==> config.mk <==
export PLATFORM = sky130hd
export DESIGN_NAME = rws_ctrl
export DESIGN_NICKNAME = d
export VERILOG_FILES = /design/src/hdl/rws_pkg.sv /design/src/hdl/rws_ctrl.sv
export SDC_FILE = /design/constraint.sdc
export NUM_CORES = 1
export LEC_CHECK = 0
export ABC_AREA = 1
export BUFFER_PORTS_ARGS = -buffer_cell sky130_fd_sc_hd__clkbuf_2
export CAP_MARGIN = 40
export CORE_AREA = 2 2 39 41
export CTS_CLUSTER_SIZE = 24
export DETAILED_ROUTE_END_ITERATION = 10
export DIE_AREA = 0 0 41 43
export GPL_TIMING_DRIVEN = 0
export SYNTH_ARGS = -nofsm -noshare
export SYNTH_HDL_FRONTEND = slang
export SYNTH_SLANG_ARGS = --single-unit
==> constraint.sdc <==
create_clock -name clk_i -period 1.2 [get_ports clk_i]
set_clock_uncertainty 0.05 [all_clocks]
set_input_delay 0.12 -clock clk_i [delete_from_list [all_inputs] [get_ports clk_i]]
set_output_delay 0.12 -clock clk_i [all_outputs]
set_load 0.02 [all_outputs]
==> src/hdl/rws_pkg.sv <==
// Shared types and constants for the roulette wheel selector.
// Depends on nothing; used by every module of the block.
package rws_pkg;

  // Table sizing
  localparam int PopSize = 256;
  localparam int AddrW   = $clog2(PopSize);
  localparam int CntW    = $clog2(PopSize + 1);
  localparam int CumW    = 24;
  localparam int FitW    = 16;
  localparam int FracW   = 16;
  localparam int GoalW   = CumW + FracW;
  localparam int IdxW    = 8;

  // Operation codes
  typedef enum logic [1:0] {
    FUNC_CLEAR  = 2'd0,
    FUNC_LOAD   = 2'd1,
    FUNC_SELECT = 2'd2
  } func_e;

  // Result status codes
  typedef enum logic [1:0] {
    ST_OK   = 2'd0,
    ST_FULL = 2'd1,
    ST_NONE = 2'd2
  } status_e;

  // Source of the result index
  typedef enum logic [1:0] {
    RES_ZERO  = 2'd0,
    RES_COUNT = 2'd1,
    RES_LO    = 2'd2
  } res_src_e;

  // Controller states
  typedef enum logic [1:0] {
    CTL_IDLE = 2'd0,
    CTL_READ = 2'd1,
    CTL_CMP  = 2'd2
  } ctl_state_e;

  typedef struct packed {
    logic [1:0]       func;
    logic [FitW-1:0]  fitness_value;
    logic [FracW-1:0] random_fraction;
  } in_item_t;

  typedef struct packed {
    logic [IdxW-1:0] chosen_index;
    status_e         status;
  } out_item_t;

  // Controller to datapath commands
  typedef struct packed {
    logic     clear;
    logic     load;
    logic     init;
    logic     rd;
    logic     step;
    logic     res_en;
    res_src_e res_src;
    status_e  res_status;
  } dp_cmd_t;

  // Datapath to controller status
  typedef struct packed {
    logic full;
    logic empty;
    logic total_zero;
    logic more;
  } dp_stat_t;

endpackage

==> src/hdl/rws_ctrl.sv <==
// Controller of the roulette wheel selector: decodes items and sequences
// the binary search over the table. Depends on rws_pkg.
module rws_ctrl (
  input  logic              clk_i,
  input  logic              rst_ni,
  input  logic              start_i,
  input  logic [1:0]        func_i,
  input  rws_pkg::dp_stat_t stat_i,
  output rws_pkg::dp_cmd_t  cmd_o,
  output logic              busy_o,
  output logic              done_o
);

  rws_pkg::ctl_state_e state_q, state_d;
  logic                done_q, done_d;

  // State and strobe registers
  always_ff @(posedge clk_i or negedge rst_ni) begin
    if (!rst_ni) begin
      state_q <= rws_pkg::CTL_IDLE;
      done_q  <= 1'b0;
    end else begin
      state_q <= state_d;
      done_q  <= done_d;
    end
  end

  // Next state and commands
  always_comb begin
    state_d           = state_q;
    done_d            = 1'b0;
    cmd_o             = '0;
    cmd_o.res_src     = rws_pkg::RES_ZERO;
    cmd_o.res_status  = rws_pkg::ST_OK;
    case (state_q)
      rws_pkg::CTL_IDLE: begin
        if (start_i) begin
          cmd_o.res_en = 1'b1;
          done_d       = 1'b1;
          case (func_i)
            rws_pkg::FUNC_CLEAR: begin
              cmd_o.clear = 1'b1;
            end
            rws_pkg::FUNC_LOAD: begin
              if (stat_i.full) begin
                cmd_o.res_status = rws_pkg::ST_FULL;
              end else begin
                cmd_o.load    = 1'b1;
                cmd_o.res_src = rws_pkg::RES_COUNT;
              end
            end
            rws_pkg::FUNC_SELECT: begin
              if (stat_i.empty || stat_i.total_zero) begin
                cmd_o.res_status = rws_pkg::ST_NONE;
              end else begin
                // start the search, result comes later
                cmd_o.res_en = 1'b0;
                done_d       = 1'b0;
                cmd_o.init   = 1'b1;
                state_d      = rws_pkg::CTL_READ;
              end
            end
            default: begin
              // unused code: report ok, change nothing
            end
          endcase
        end
      end
      rws_pkg::CTL_READ: begin
        if (stat_i.more) begin
          cmd_o.rd = 1'b1;
          state_d  = rws_pkg::CTL_CMP;
        end else begin
          cmd_o.res_en  = 1'b1;
          cmd_o.res_src = rws_pkg::RES_LO;
          done_d        = 1'b1;
          state_d       = rws_pkg::CTL_IDLE;
        end
      end
      rws_pkg::CTL_CMP: begin
        cmd_o.step = 1'b1;
        state_d    = rws_pkg::CTL_READ;
      end
      default: begin
        state_d = rws_pkg::CTL_IDLE;
      end
    endcase
  end

  assign busy_o = (state_q != rws_pkg::CTL_IDLE);
  assign done_o = done_q;

endmodule

# ---- Word level (Yosys, flattened, before mapping)
# Cells that the tools add are included.
dict set report totals {
  out_inout_bits 12
  in_bits 9
  reg_bits 3
  elab_cells 43
}
dict set report op_classes {
  n_eq_ne 7
  muxes 29
  n_reduce_logical 5
}
# cell n
set ops {}
lappend ops {{$mux W1} 15}
lappend ops {{$mux W2} 6}
lappend ops {{$mux W3} 3}
lappend ops {{$pmux W2 S3} 1}
lappend ops {{$pmux W3 S2} 1}
lappend ops {{$mux W5} 1}
lappend ops {{$eq A2 B1 Y1 const B} 2}
lappend ops {{$eq A2 B2 Y1 const B} 2}
lappend ops {{$logic_not A2 Y1} 2}
lappend ops {{$ne A2 B2 Y1 const B} 2}
lappend ops {{$pmux W2 S2} 1}
lappend ops {{$reduce_and A3 Y1} 1}
lappend ops {{$ne A2 B1 Y1 const B} 1}
lappend ops {{$pmux W1 S2} 1}
lappend ops {{$reduce_bool A2 Y1} 1}
lappend ops {{$logic_or A1 B1 Y1} 1}

# ---- Logic depth before layout (Yosys ltp)
dict set report logic_depth {
  depth_word 5
  ltp_mapped 6
  mapped_depth_nobuf 6
}

# ---- Worst setup path after synthesis
# OpenSTA, ideal clock, no wires.
dict set report synth_path {
  path_kind {reg2out}
  start {reg state_q[1]}
  end {out cmd_o[2] (netlist name)}
  path_stages_with_launch 4
  t_arrival_ns 1.095
  slack_ns -0.065
  required_ns 1.030
  n_path_buf 0
  path_cell_list {dfrtp_1 nor2_2 nand2_1 nor3_1}
}
# element line_no
set synth_lines {}
lappend synth_lines {{from (decl)} rws_ctrl.sv:14} ;# rws_pkg::ctl_state_e state_q, state_d;
lappend synth_lines {{from (signal assigned)} rws_ctrl.sv:20} ;# state_q <= rws_pkg::CTL_IDLE;
lappend synth_lines {{from (signal assigned)} rws_ctrl.sv:23} ;# state_q <= state_d;
lappend synth_lines {{to (decl)} rws_ctrl.sv:9} ;# output rws_pkg::dp_cmd_t cmd_o,

==> reports/results.tsv <==
stage	metric	value	unit
clock_tree	clkTransAtPathRegs	0.04	ns
logic_synthesis	ys_seq_elements	3	
setup_path	regToRegSetupSlack	-0.22	ns
timing	rsz0062_at_grt	true	
power	powerDensity	740.0	nW/um^2
timing	finalSetupViolCount	12	
clock_tree	cts.sinks	3	
timing	finalCritPeriodShare	1.212	
floorplan	fp.dieArea	1763	sq um
outcome	violations	negative setup slack	
final_layout	layout.cells.non_filler	92	
routing	wl	967	um
placed_design	dpl_cell_area	416.7	sq um
clock_tree	ctsHtreeMaxLevel	1	
final_layout	nFillCells	141	
logic_synthesis	ys_types	14	
routing	dr_total_vias	387	
setup_path	start_kind	flop	
timing	tns	-1.862	ns
logic_synthesis	syn-num-nets	54	
logic_synthesis	syn_area_per_cell	7.110	sq um
setup_path	r2r_cells	9	
logic_synthesis	yosysSeqAreaShare	0.2575	
routing	drtIter0Drc	2	
timing	fmax	687.6	MHz
routing	drc	0	
setup_path	r2r_end	done_o	
final_layout	design_area	620.6	sq um
timing	final_max_slew_viol_count	0	
grt	antenna_found_initial	0	
final_layout	regArea	77.57	sq um
flow_run	maxCapViolCount	0	
floorplan	initial_core_util	0.2107	
timing	min_period	1.454	ns
final_layout	finalNetCount	90	
routing	antenna_left	0	
routing	viasPerCell	4.207	
setup_path	crit_arrival	1.28	ns
placed_design	gp_congestion	0.6946	
logic_synthesis	synth_area	291.5	sq um
routing	firstDrtPassIters	2	
placed_design	io_buffer_count	20	
grt	grt_first_pass_wirelength	1504	um
final_layout	most-common-layout-cells	16 x buf_4, 9 x clkbuf_2, 6 x inv_1, 6 x nor2_1, 5 x nand2_1	
grt	grt_usage	0.1245	
timing	fin_ws	-0.2543	ns
logic_synthesis	synth_cells	41	
final_layout	drive_gt1_frac	0.6711	
clock_tree	cts_made_buffers	3	
clock_tree	cts_buffer_depth	2	
power	vdd_drop_max	297.4	uV
hold_path	min_path_type	input pin to asynchronous set/reset pin	
final_layout	synthToLayoutAreaGrowth	112.9	%
routing	wl_per_cell	10.51	um
floorplan	coreArea	1384	sq um
grt	grt_overflow	0	
setup_path	critical_path_class	flop to output port	
clock_tree	clk_latency	0.23	ns
setup_path	cp_max_fo	4	
setup_path	cp-end-kind	output port	
power	p_leak	0.3471	nW
final_layout	final_util	0.4485	
timing	max_slew_margin	0.8139	
placed_design	dp_cells	77	
floorplan	fp.dieW	41	um
timing	worstMarginPinSlew	0.2781	ns
outcome	outcome	finished with violations	
logic_synthesis	yosys_warnings	0	
grt	grt_max_degree	6	
placed_design	dpl.hpwl	499.3	um
clock_tree	root_buffer	clkbuf_4	
clock_tree	cts_tree	yes	
floorplan	pin_count	21	
final_layout	n_antenna_cell	0	
final_layout	multi_input_area	203.9	sq um
setup_path	worstPathRequired	1.03	ns
timing	hold_viol_final	0	
final_layout	final_common_cell	buf_4	
floorplan	die_h	43	um
setup_path	r2r_start	state_q[0]	
floorplan	rows	14	
grt	grt_pass1_vias	411	
power	power.total	0.0004592	W
==> final cells by class <==
| cell class | count | area share |
|---|---|---|
| timing repair buffer | 31 | 0.3931 |
| inverter | 8 | 0.04839 |
| multi-input combinational | 28 | 0.3286 |
| sequential | 3 | 0.1250 |
| buffer | 2 | 0.03024 |
| clock buffer | 4 | 0.04234 |
| tap | 16 | 0.03226 |
==> registers in the layout (all words and copies together) (netlist names) <==
name and cells:
state_q 2, done_o 1
==> worst max-delay path by stage <==
stage               end        from  slack (ns)  cells past startpoint
2_1_floorplan  cmd_o[2]  state_q[1]       -0.06                      3
3_3_place_gp   cmd_o[4]  state_q[0]       -0.04                      7
3_5_place_dp   cmd_o[4]  state_q[0]       -0.07                      7
4_1_cts        cmd_o[4]  state_q[1]       -0.26                      7
5_1_grt        cmd_o[6]  state_q[1]       -0.29                      5
6_report       cmd_o[6]  state_q[1]       -0.25                      5
==> cell usage after synthesis <==
| cell | instances | area, sq um |
|---|---|---|
| and3_2 | 2 | 15.01 |
| inv_1 | 6 | 22.52 |
| nor3_4 | 1 | 16.27 |
| nor3_1 | 3 | 15.01 |
| o21ai_0 | 1 | 5.000 |
| buf_4 | 2 | 15.01 |
| nor2_2 | 1 | 6.260 |
| nand3_1 | 1 | 5.000 |
| nand2_2 | 1 | 6.260 |
| ha_1 | 4 | 50.05 |
| inv_2 | 2 | 7.510 |
| nand2_1 | 8 | 30.03 |
| dfrtp_1 | 3 | 75.07 |
| nor2_1 | 6 | 22.52 |
==> worst max-delay path, cell delays in order (launching register included) <==
cell and delay (ns):
dfrtp_2 0.43, inv_2 0.06, buf_4 0.14, and3_2 0.16, buf_4 0.12, clkbuf_8 0.14
==> power breakdown <==
group / internal, W / total [W] / switching, W
combinational: 0.0000842 / 0.000167 / 0.0000824
sequential: 0.000107 / 0.000111 / 0.00000398
clock: 0.000125 / 0.000182 / 0.0000568
total: 0.000316 / 0.000459 / 0.000143
==> per-layer routing <==
metal / vias to the layer above / GRT usage / wire [um] / share of wire
met4: 0 / 0.09333 / 47 / 0.049
li1: 191 / - / - / -
met5: - / 0 / 0 / 0
met3: 4 / 0.005236 / 52 / 0.054
met2: 14 / 0.2281 / 557 / 0.58
met1: 178 / 0.1158 / 310 / 0.32
==> cell families after synthesis <==
kind of cell               after synthesis  share of synthesized area
AOI/OAI and AO/OA                        1                    0.01715
adders and majority gates                4                     0.1717
buffers and inverters                   10                     0.1545
DFF                                      3                     0.2575
and+or+nand+nor                         23                     0.3991
==> repair_timing <==
item / 4_1_cts / 5_1_grt
gates resized for setup: 19 / 17
pin swaps: 4 / 4
hold buffers: 1 / 0
buffers inserted: 9 / 1
endpoints found under the setup margin: 10 / 12
hold endpoints to repair: 3 / 0
==> through the flow <==
stage	setup slack [ns]	hold WS [ns]
after floorplan	-0.06462	-0.2256
after global placement	-0.04249	-0.1339
after detailed placement	-0.06520	-0.1325
after CTS	-0.2560	0.1714
after global routing	-0.2895	0.1819
final	-0.2543	0.1665
Note: power is estimated with default switching activity, not from simulation.
